File: src/design/dtpc_pkg.sv
`default_nettype none
// ----------------------------------------------------------------------------
// dtpc_pkg
// Shared types and constants for the digit trie prefix conflict checker.
// ----------------------------------------------------------------------------
package dtpc_pkg;

	localparam int NODES      = 64;
	localparam int DIGITS     = 10;
	localparam int NODE_W     = 6;
	localparam int LINKS_W    = DIGITS * NODE_W;
	localparam int USED_W     = 7;
	localparam int DIGIT_W    = 4;

	localparam logic KIND_DIGIT = 1'b0;
	localparam logic KIND_CLEAR = 1'b1;

	typedef struct packed {
		logic               kind;
		logic [DIGIT_W-1:0] digit;
		logic               last;
	} item_t;

	typedef struct packed {
		logic prefix_free;
		logic overflow;
	} result_t;

	typedef struct packed {
		logic               root_clr;
		logic               rd_link_en;
		logic [NODE_W-1:0]  rd_link_addr;
		logic               wr_link_en;
		logic [NODE_W-1:0]  wr_link_addr;
		logic [LINKS_W-1:0] wr_link_data;
		logic               rd_end_en;
		logic [NODE_W-1:0]  rd_end_addr;
		logic               wr_end_en;
		logic [NODE_W-1:0]  wr_end_addr;
		logic               wr_end_data;
	} tbl_req_t;

endpackage : dtpc_pkg
`default_nettype wire

File: src/design/dtpc_node_table.sv
`default_nettype none
// ----------------------------------------------------------------------------
// dtpc_node_table
// Node table of the trie: child links and end marks in synchronous memory,
// with the root entry reading as empty until it is written after a clear.
// ----------------------------------------------------------------------------
module dtpc_node_table (
	input  wire logic                    clk,
	input  wire logic                    arst_n,
	input  wire dtpc_pkg::tbl_req_t      req,
	output logic [dtpc_pkg::LINKS_W-1:0] link_data,
	output logic                         end_data
);
	import dtpc_pkg::*;

	localparam int DEPTH = 1 << NODE_W;

	logic [LINKS_W-1:0] links_mem [DEPTH];
	logic               ends_mem  [DEPTH];
	logic [LINKS_W-1:0] link_rd_q;
	logic               end_rd_q;
	logic               root_zero_q;
	logic               root_valid_q;

	always_ff @(posedge clk or negedge arst_n) begin
		if (!arst_n) begin
			root_valid_q <= 1'b0;
		end else if (req.root_clr) begin
			root_valid_q <= 1'b0;
		end else if (req.wr_link_en && req.wr_link_addr == '0) begin
			root_valid_q <= 1'b1;
		end
	end

	always_ff @(posedge clk) begin
		if (req.wr_link_en) begin
			links_mem[req.wr_link_addr] <= req.wr_link_data;
		end
		if (req.rd_link_en) begin
			link_rd_q   <= links_mem[req.rd_link_addr];
			root_zero_q <= (req.rd_link_addr == '0) && !root_valid_q;
		end
	end

	always_ff @(posedge clk) begin
		if (req.wr_end_en) begin
			ends_mem[req.wr_end_addr] <= req.wr_end_data;
		end
		if (req.rd_end_en) begin
			end_rd_q <= ends_mem[req.rd_end_addr];
		end
	end

	assign link_data = root_zero_q ? '0 : link_rd_q;
	assign end_data  = end_rd_q;

endmodule : dtpc_node_table
`default_nettype wire

File: src/design/digit_trie_prefix_conflict_check.sv
`default_nettype none
// ----------------------------------------------------------------------------
// digit_trie_prefix_conflict_check
// Inserts decimal numbers, one digit per word, into a digit trie and reports
// after each final digit whether the set since the last clear is prefix-free.
// ----------------------------------------------------------------------------
// A digit word that follows an existing node reads the child links, reads the
// end mark, checks and marks it, and posts; one that allocates a node reads
// the links, writes the parent link, writes the new node and posts. A word
// that finds the table full skips the writes, and a dropped word goes straight
// to the post step. A clear word is taken in the idle state. Each read of the
// synchronous node table returns its data in the next cycle. The block takes
// no word while one is in work; a result waits in an output register and
// stalls only the next final digit.
module digit_trie_prefix_conflict_check (
	input  wire logic              clk,
	input  wire logic              arst_n,
	input  wire logic              item_valid,
	output logic                   item_ready,
	input  wire dtpc_pkg::item_t   item,
	output logic                   result_valid,
	input  wire logic              result_ready,
	output dtpc_pkg::result_t      result
);
	import dtpc_pkg::*;

	localparam logic [2:0] S_IDLE  = 3'd0;
	localparam logic [2:0] S_RDL   = 3'd1;
	localparam logic [2:0] S_ALLOC = 3'd2;
	localparam logic [2:0] S_RDE   = 3'd3;
	localparam logic [2:0] S_FIN   = 3'd4;

	logic [2:0]         state_q;
	logic [DIGIT_W-1:0] d_q;
	logic               fin_q;
	logic [NODE_W-1:0]  cur_q;
	logic [NODE_W-1:0]  nxt_q;
	logic [USED_W-1:0]  nodes_used_q;
	logic               conflict_q;
	logic               overflow_q;
	logic               dropped_q;
	logic               result_valid_q;
	result_t            result_q;

	tbl_req_t           req;
	logic [LINKS_W-1:0] link_data;
	logic               end_data;
	logic [NODE_W-1:0]  link_sel;
	logic [NODE_W-1:0]  new_node;
	logic               accept;
	logic               post;

	dtpc_node_table u_table (
		.clk       (clk),
		.arst_n    (arst_n),
		.req       (req),
		.link_data (link_data),
		.end_data  (end_data)
	);

	assign accept   = item_valid && item_ready;
	assign link_sel = link_data[NODE_W*d_q +: NODE_W];
	assign new_node = nodes_used_q[NODE_W-1:0];
	assign post     = (state_q == S_FIN) && fin_q && (!result_valid_q || result_ready);

	always_comb begin
		req = '0;
		case (state_q)
			S_IDLE: begin
				if (accept && item.kind == KIND_CLEAR) begin
					req.root_clr = 1'b1;
				end else if (accept && !dropped_q && item.digit < DIGIT_W'(DIGITS)) begin
					req.rd_link_en   = 1'b1;
					req.rd_link_addr = cur_q;
				end
			end
			S_RDL: begin
				if (link_sel != '0) begin
					req.rd_end_en   = 1'b1;
					req.rd_end_addr = link_sel;
				end else if (nodes_used_q < USED_W'(NODES)) begin
					req.wr_link_en   = 1'b1;
					req.wr_link_addr = cur_q;
					req.wr_link_data = link_data
						| (LINKS_W'(new_node) << (NODE_W * d_q));
					req.wr_end_en    = 1'b1;
					req.wr_end_addr  = new_node;
					req.wr_end_data  = fin_q;
				end
			end
			S_ALLOC: begin
				req.wr_link_en   = 1'b1;
				req.wr_link_addr = cur_q;
				req.wr_link_data = '0;
			end
			S_RDE: begin
				if (fin_q) begin
					req.wr_end_en   = 1'b1;
					req.wr_end_addr = nxt_q;
					req.wr_end_data = 1'b1;
				end
			end
			default: begin
				req = '0;
			end
		endcase
	end

	always_ff @(posedge clk or negedge arst_n) begin
		if (!arst_n) begin
			state_q        <= S_IDLE;
			cur_q          <= '0;
			nodes_used_q   <= USED_W'(1);
			conflict_q     <= 1'b0;
			overflow_q     <= 1'b0;
			dropped_q      <= 1'b0;
			result_valid_q <= 1'b0;
		end else begin
			if (post) begin
				result_valid_q <= 1'b1;
			end else if (result_valid_q && result_ready) begin
				result_valid_q <= 1'b0;
			end
			case (state_q)
				S_IDLE: begin
					if (accept) begin
						if (item.kind == KIND_CLEAR) begin
							cur_q        <= '0;
							nodes_used_q <= USED_W'(1);
							conflict_q   <= 1'b0;
							overflow_q   <= 1'b0;
							dropped_q    <= 1'b0;
						end else if (dropped_q) begin
							state_q <= S_FIN;
						end else if (item.digit >= DIGIT_W'(DIGITS)) begin
							dropped_q <= 1'b1;
							state_q   <= S_FIN;
						end else begin
							state_q <= S_RDL;
						end
					end
				end
				S_RDL: begin
					if (link_sel != '0) begin
						nxt_q   <= link_sel;
						state_q <= S_RDE;
					end else if (nodes_used_q < USED_W'(NODES)) begin
						cur_q        <= new_node;
						nodes_used_q <= nodes_used_q + USED_W'(1);
						state_q      <= S_ALLOC;
					end else begin
						overflow_q <= 1'b1;
						dropped_q  <= 1'b1;
						state_q    <= S_FIN;
					end
				end
				S_ALLOC: begin
					state_q <= S_FIN;
				end
				S_RDE: begin
					if (end_data || fin_q) begin
						conflict_q <= 1'b1;
					end
					cur_q   <= nxt_q;
					state_q <= S_FIN;
				end
				S_FIN: begin
					if (!fin_q) begin
						state_q <= S_IDLE;
					end else if (post) begin
						cur_q     <= '0;
						dropped_q <= 1'b0;
						state_q   <= S_IDLE;
					end
				end
				default: begin
					state_q <= S_IDLE;
				end
			endcase
		end
	end

	always_ff @(posedge clk) begin
		if (accept) begin
			d_q   <= item.digit;
			fin_q <= item.last;
		end
		if (post) begin
			result_q.prefix_free <= !conflict_q;
			result_q.overflow    <= overflow_q;
		end
	end

	assign item_ready   = (state_q == S_IDLE);
	assign result_valid = result_valid_q;
	assign result       = result_q;

	a_used_range: assert property (@(posedge clk) disable iff (!arst_n)
		nodes_used_q >= USED_W'(1) && nodes_used_q <= USED_W'(NODES))
		else $error("node count out of range");

	a_alloc_not_root: assert property (@(posedge clk) disable iff (!arst_n)
		req.wr_end_en |-> req.wr_end_addr != '0)
		else $error("end mark written at root");

	a_result_from_fin: assert property (@(posedge clk) disable iff (!arst_n)
		$rose(result_valid) |-> $past(state_q == S_FIN) && $past(fin_q))
		else $error("result posted outside the final step");

	a_clear_wipes: assert property (@(posedge clk) disable iff (!arst_n)
		accept && item.kind == KIND_CLEAR |=>
			nodes_used_q == USED_W'(1) && !conflict_q && !overflow_q && cur_q == '0)
		else $error("clear did not restore the set");

endmodule : digit_trie_prefix_conflict_check
`default_nettype wire

File: config.mk
export PLATFORM = sky130hd
export DESIGN_NAME = digit_trie_prefix_conflict_check
export DESIGN_NICKNAME = d
export VERILOG_FILES = /design/src/design/dtpc_pkg.sv /design/src/design/dtpc_node_table.sv /design/src/design/digit_trie_prefix_conflict_check.sv
export SDC_FILE = /design/constraint.sdc
export NUM_CORES = 2
export LEC_CHECK = 0
export ABC_AREA = 1
export ABC_CLOCK_PERIOD_IN_PS = 8700
export BUFFER_PORTS_ARGS = -buffer_cell sky130_fd_sc_hd__buf_2
export CORE_MARGIN = 2
export CORE_UTILIZATION = 40
export DETAILED_ROUTE_END_ITERATION = 12
export PLACE_DENSITY_LB_ADDON = 0.3
export SYNTH_ARGS = -nofsm -noshare
export SYNTH_HDL_FRONTEND = slang
export SYNTH_SLANG_ARGS = --single-unit
File: constraint.sdc
create_clock -name clk -period 8.7 [get_ports clk]
set_input_delay 1.74 -clock clk [delete_from_list [all_inputs] [get_ports clk]]
set_output_delay 1.74 -clock clk [all_outputs]
set_load 0.03 [all_outputs]
After elaboration in Yosys (flattened, before gate mapping):

Memories as Yosys holds them, arrays and structs flattened. A register that Yosys moved wholly into a read port is not among the register bits.
Index checks and enable logic that the tools add are counted.

* register bits after elaboration: 35
* latch bits: 0
* memory bits (writable): 3904
* ROM bits: 0
* input port bits: 10
* output and inout port bits: 4
* word-level logic and storage cells: 128
* memories: 2

* add/sub/neg operators: 1
* multipliers: 1
* div/mod/pow operators: 0
* order comparisons: 3
* equal/unequal tests: 14
* shift operators: 2
* muxes and demuxes: 57
* bitwise logic cells: 1
* reductions and logical operators: 33

Memories
* u_table.links_mem: words 64, bits a word 60, rd ports 1, clocked after memory_dff 1, write ports 1, RTL line dtpc_node_table.sv:18 `logic [LINKS_W-1:0] links_mem [DEPTH];`
* u_table.ends_mem: words 64, bits a word 1, rd ports 1, clocked after memory_dff 1, write ports 1, RTL line dtpc_node_table.sv:19 `logic ends_mem [DEPTH];`

Operators with widths (count)
* 67-bit two-way mux: 2
* 67-bit one-hot mux with 2 select lines: 1
* 60-bit two-way mux: 1
* 60-bit bitwise OR: 1
* 60-bit by 8-bit variable part select with 6-bit output: 1
* 6-bit by 7-bit left shift with 60-bit output: 1
* 7-bit two-way mux: 8
* 6-bit two-way mux: 6
* 8-bit two-way mux: 4
* 3-bit two-way mux: 8
* 6-bit one-hot mux with 4 select lines: 1
* 1-bit two-way mux: 20
* 8-bit one-hot mux with 2 select lines: 1
* 2-bit inequality test, second input constant: 7
* 7-bit one-hot mux with 2 select lines: 1
* 6-bit logical NOT: 2
* 3-bit one-hot mux with 4 select lines: 1
* 5-bit AND reduction: 2
* 1-bit logical AND: 9
* 2-bit nonzero test: 4
* 7-bit by 1-bit adder with 7-bit output, second input constant: 1
* 7-bit less-than comparator, second input constant: 1
* 7-bit AND reduction: 1
* 3-bit by 2-bit == test with 1-bit output, second input constant: 2
* 19 further kinds: 26

Depth between registers and ports, before layout:

* depth after elaboration: 10
* gate-level depth with buffers: 20
* gate-level depth less buffers: 19

Cells and area by module:

Synthesis repeated with hierarchy kept, for this count alone.

* cell total of the unflattened synthesis: 15457
* area total of the unflattened synthesis: 169815.4 um2

By module, submodules not included
* dtpc_node_table: times used 1, cells each 14788, area an instance 165870.3 um2, seq. area each 119119.2 um2
* digit_trie_prefix_conflict_check: times used 1, cells each 669, area an instance 3945.0 um2, seq. area each 892.1 um2

Least setup slack after synthesis:

No wires, ideal clock.

* path kind: flip-flop to flip-flop
* start point: register d_q[1]
* end point: memory u_table.links_mem[55][0] (netlist name), enable pin
* library setup time: 0.552 ns
* data arrival time: 6.080 ns
* slack: 2.068 ns
* stages on the path, launching flop included: 15
* buffers on the path: 1
* cell sequence: edfxtp_1 -> buf_2 -> nor2_1 -> inv_1 -> nor2_1 -> nor2_1 -> nand2_1 -> nand2_1 -> nor2_2 -> nand4_4 -> nand2_2 -> inv_2 -> nor2_2 -> nand3_1 -> nor3_1

* cells in the longest elaborated chain, start to end: 7

Ends and longest elaborated chain
* start, declared: RTL line digit_trie_prefix_conflict_check.sv:34 `logic [DIGIT_W-1:0] d_q;`
* start signal, assigned: RTL line digit_trie_prefix_conflict_check.sv:185 `d_q <= item.digit;`
* 2-bit by 4-bit multiplier with 6-bit output (*): RTL line digit_trie_prefix_conflict_check.sv:62 `assign link_sel = link_data[NODE_W*d_q +: NODE_W];`
* 60-bit by 8-bit variable part select with 6-bit output (*): RTL line digit_trie_prefix_conflict_check.sv:62
* 6-bit nonzero test (*): RTL line digit_trie_prefix_conflict_check.sv:78 `if (link_sel != '0) begin`
* 67-bit two-way mux (*): RTL line digit_trie_prefix_conflict_check.sv:78
* 67-bit one-hot mux with 2 select lines (*): RTL line digit_trie_prefix_conflict_check.sv:68 `case (state_q)`
* 1-bit two-way mux: RTL line dtpc_node_table.sv:36 `if (req.wr_link_en) begin`
* 1-bit two-way mux (implied by the code): RTL line dtpc_node_table.sv:37 `links_mem[req.wr_link_addr] <= req.wr_link_data;`
* end, declared: RTL line dtpc_node_table.sv:18

Every way passes the cells marked *; elsewhere a longest branch is shown, timed or not.

Worst setup path in the final report:

* start point: register d_q[1]
* end point: memory u_table.links_mem[52][21] (netlist name), enable pin

The elaborated chain is that of the path after synthesis.

==> flow_metrics.py <==
metrics = {
    "worst_hold_path": {
        "hold_start": "overflow_q",
        "min_delay_worst_endpoint": "result[0]",
        "holdPathStages": 0,
        "hold_path_class": "flop to flop",
    },
    "clock_network": {
        "cts_buffers": 405,
        "cts.sinks": 4000,
        "clk_latency_ns": 1.00,
        "clkTransAtPathRegs_ns": 0.06,
        "tritoncts": "built",
        "root_buffer": "clkbuf_16",
        "holdBufCountCts": 0,
        "cts_buffer_depth": 4,
        "post_cts_resized": 0,
        "htree_levels": 5,
        "post-cts-setup-buffers": 0,
    },
    "yosys": {
        "ys_seq_elements": 4000,
        "synth_cell_types": 53,
        "syn_area_um2": 160000,
        "synth_async_sr_flop_share_pct": 0.525,
        "syn-num-nets": 11900,
        "synth_edf_count": 3979,
        "netlist_instances": 11900,
        "synth_seq_area_share_pct": 75.1,
        "syn_area_per_cell_um2": 13.5,
        "synth-main-ff-cell": "edfxtp_1",
        "synth_warnings": 0,
    },
    "power_and_ir_drop": {
        "p_switching_uw": 9770,
        "power_leakage_uw": 0.0581,
        "swShare_pct": 23.7,
        "powerDensity_nw_per_um2": 228,
        "p_seq_share_pct": 52.0,
        "ir_drop_mv": 0.177,
        "internal-power_uw": 31400,
        "combPwrFrac_pct": 6.3,
        "pwr-share-clk_pct": 41.7,
    },
    "worst_setup_path": {
        "max_stage_delay_ns": 1.20,
        "crit_path_end_kind": "flop",
        "cpLargestDelayFamily": "simple AND/OR/NAND/NOR gates",
        "cp-start-kind": "flop",
        "crit_type": "flop to flop",
        "cp_data_arrival_time_ns": 6.78,
        "crit_path_frequent_cell": "nand2_1",
        "required_ns": 9.28,
        "crit_path_max_fanout": 29,
        "path_cells": "buf_4 > clkinv_1 > nor2_1 > nand3_1 > nand2_1 > nor2_1 > nand2_1 > nand2_1 > buf_4 > nor2_2 > nand4_4 > nand2_2 > nand2_1 > inv_1 > nand3_1 > nor2_4 > buf_4",
        "reg2reg_depth": 17,
        "rr_endpoint": "u_table.links_mem[52][21]",
        "crit_buf_inv": 5,
        "r2r-start": "d_q[1]",
        "crit_slowest_cell": "nor2_4",
        "r2r_slack_ns": 2.50,
    },
    "floorplanning": {
        "die_x_um": 636,
        "ioPinCount": 14,
        "start_util_pct": 40.1,
        "rows": 232,
        "coreArea_um2": 399000,
        "dieArea_um2": 405000,
        "die_y_um": 636,
    },
    "timing": {
        "fin_worst_skew_ns": 0.0813,
        "hold_viol": 0,
        "setup_viol": 0,
        "finalCritPeriodShare_pct": 71.3,
        "rsz0062_at_grt": "false",
        "tightest_slew_ns": 1.53,
        "drv_slew": 15,
        "finalCriticalPeriod_ns": 6.20,
        "fmax_mhz": 161,
        "finalSetupTns_ns": 0,
        "maxSlewHeadroom_pct": -2.35,
    },
    "outcome": {
        "status": "finished with violations",
        "violations": "max-capacitance violations, max-slew violations",
    },
    "grt": {
        "antenna_found_initial": 22,
        "grt_pass1_vias": 99800,
        "grt_overflow": 0,
        "grt_max_degree": 134,
        "grtUsageTotal_pct": 27.2,
        "grt_pass1_wl_um": 788000,
    },
    "final_layout": {
        "drive_gt1_share_pct": 11.2,
        "synthToLayoutAreaGrowth_pct": 13.0,
        "final_cell_mix": "3,979 x edfxtp_1, 1,435 x nand2_1, 1,093 x o21ai_0",
        "fillers": 35000,
        "layout.cells.most_common": "edfxtp_1",
        "fin_util_pct": 45.3,
        "finalNetCount": 11900,
    },
    "place": {
        "dp_hpwl_um": 296000,
        "portBuffers": 13,
        "place_congestion": 0.954,
    },
    "detailed_routing": {
        "ant_nets": 0,
        "drc": 0,
        "avgRoutedWirePerCell_um": 32.5,
        "finalWirelength_um": 567000,
        "vias": 107000,
        "via_per_inst": 6.11,
        "drtPass1Iterations": 6,
        "drt_iter0_markers": 17700,
    },
    "run": {
        "max-cap-violations": 1,
    },
}
==> routing by layer <==
| metal | global-route usage (%) | part of all wire, % |
|---|---|---|
| met5 | 0 | 0.014 |
| met2 | 41.5 | 44 |
| met3 | 6.10 | 12 |
| met1 | 37.1 | 38 |
| met4 | 12.7 | 5.5 |
==> cells by family after synthesis <==
| family | synth area share [%] |
|---|---|
| DFF | 75.1 |
| and+or+nand+nor | 10.2 |
| AOI/OAI and AO/OA | 11.1 |
| buffers and inverters | 3.16 |
| muxes | 0.426 |
| adders and majority gates | 0.0516 |
| xor gates and xnor gates | 0.0274 |
==> per-stage QoR <==
step	std cells	hold slack, ns	area, µm²	worst slack (ns)	total power [µW]
floorplan	11900	0.425	160000	2.07	23300
global placement	16700	0.487	168000	2.16	24300
detailed placement	16700	0.480	168000	2.17	24300
CTS	17500	0.513	181000	2.73	41100
global route	17500	0.523	181000	2.39	42100
finish	17500	0.525	181000	2.50	41100
==> state kept, by name (all words and copies together), names as in the netlist <==
register              count
nxt_q                     6
u_table.root_valid_q      1
state_q                   3
u_table.ends_mem         64
u_table.link_rd_q        60
dropped_q                 1
result_valid              1
cur_q                     6
d_q                       4
result                    2
u_table.end_data          1
fin_q                     1
u_table.links_mem      3840
overflow_q                1
conflict_q                1
u_table.root_zero_q       1
nodes_used_q              7
==> worst max-delay path by stage <==
stage	startpoint	to	slack [ns]	cells past startpoint
after floorplan	d_q[1]	u_table.links_mem[55][0]	2.07	14
after global placement	item[3]	u_table.link_rd_q[37]	2.16	14
after detailed placement	item[3]	u_table.link_rd_q[37]	2.17	14
after CTS	d_q[1]	u_table.links_mem[52][21]	2.73	17
after global routing	d_q[1]	u_table.links_mem[52][21]	2.39	17
final	d_q[1]	u_table.links_mem[52][21]	2.50	17
==> power by group through the flow <==
stage | sequential, µW | clock (µW) | combinational [µW]
floorplan | 21700 | 0 | 1610
global placement | 21800 | 0 | 2500
detailed placement | 21800 | 0 | 2500
CTS | 21400 | 17200 | 2520
global route | 21400 | 18000 | 2740
finish | 21400 | 17200 | 2590
==> area by class of cell <==
type / count / area [µm²] / area share [%]
clock buffers: 493 / 10500 / 5.83
flip-flops and latches: 4000 / 120000 / 66.4
diodes: 9 / 22.5 / 0.0125
well taps: 5265 / 6590 / 3.65
inverters: 366 / 1450 / 0.801
multi-input cells: 6709 / 36000 / 19.9
clock inverters: 244 / 2280 / 1.26
repair buffers: 392 / 3750 / 2.08
==> cell usage after synthesis (3+ instances only) <==
| cell | n | area (µm²) |
|---|---|---|
| edfxtp_1 | 3979 | 119000 |
| nand2_1 | 1436 | 5390 |
| o21ai_0 | 1093 | 5470 |
| nor2_1 | 974 | 3660 |
| nand3_1 | 852 | 4260 |
| o221ai_1 | 422 | 3700 |
| clkbuf_1 | 398 | 1490 |
| a21oi_1 | 382 | 1910 |
| inv_1 | 345 | 1290 |
| buf_2 | 322 | 1610 |
| o21ai_1 | 257 | 1290 |
| or2_2 | 225 | 1410 |
| o211ai_1 | 217 | 1630 |
| o22ai_1 | 208 | 1300 |
| o21bai_1 | 184 | 1380 |
| o21a_1 | 100 | 751 |
| nor3_1 | 93 | 465 |
| mux2i_1 | 68 | 681 |
| buf_1 | 46 | 173 |
| or2_1 | 32 | 200 |
| buf_4 | 30 | 225 |
| or2_0 | 30 | 188 |
| nand4_1 | 29 | 181 |
| dfrtp_1 | 20 | 500 |
| nand3b_1 | 17 | 128 |
| buf_6 | 15 | 169 |
| inv_2 | 14 | 52.6 |
| a31oi_1 | 9 | 56.3 |
| nor2_2 | 8 | 50.1 |
| a22oi_1 | 7 | 52.6 |
| o31ai_1 | 7 | 52.6 |
| a21o_1 | 5 | 37.5 |
| clkinv_1 | 5 | 18.8 |
| ha_1 | 5 | 62.6 |
| nand2_2 | 5 | 31.3 |
| nand3_2 | 5 | 50.1 |
| nand3_4 | 5 | 87.6 |
| xor2_1 | 5 | 43.8 |
| a31o_2 | 4 | 35.0 |
| nor2b_1 | 4 | 25.0 |
| o22ai_2 | 4 | 50.1 |
| nor2_8 | 3 | 60.1 |
| o2111ai_1 | 3 | 26.3 |
No activity file was read; power rests on OpenSTA's default activity.
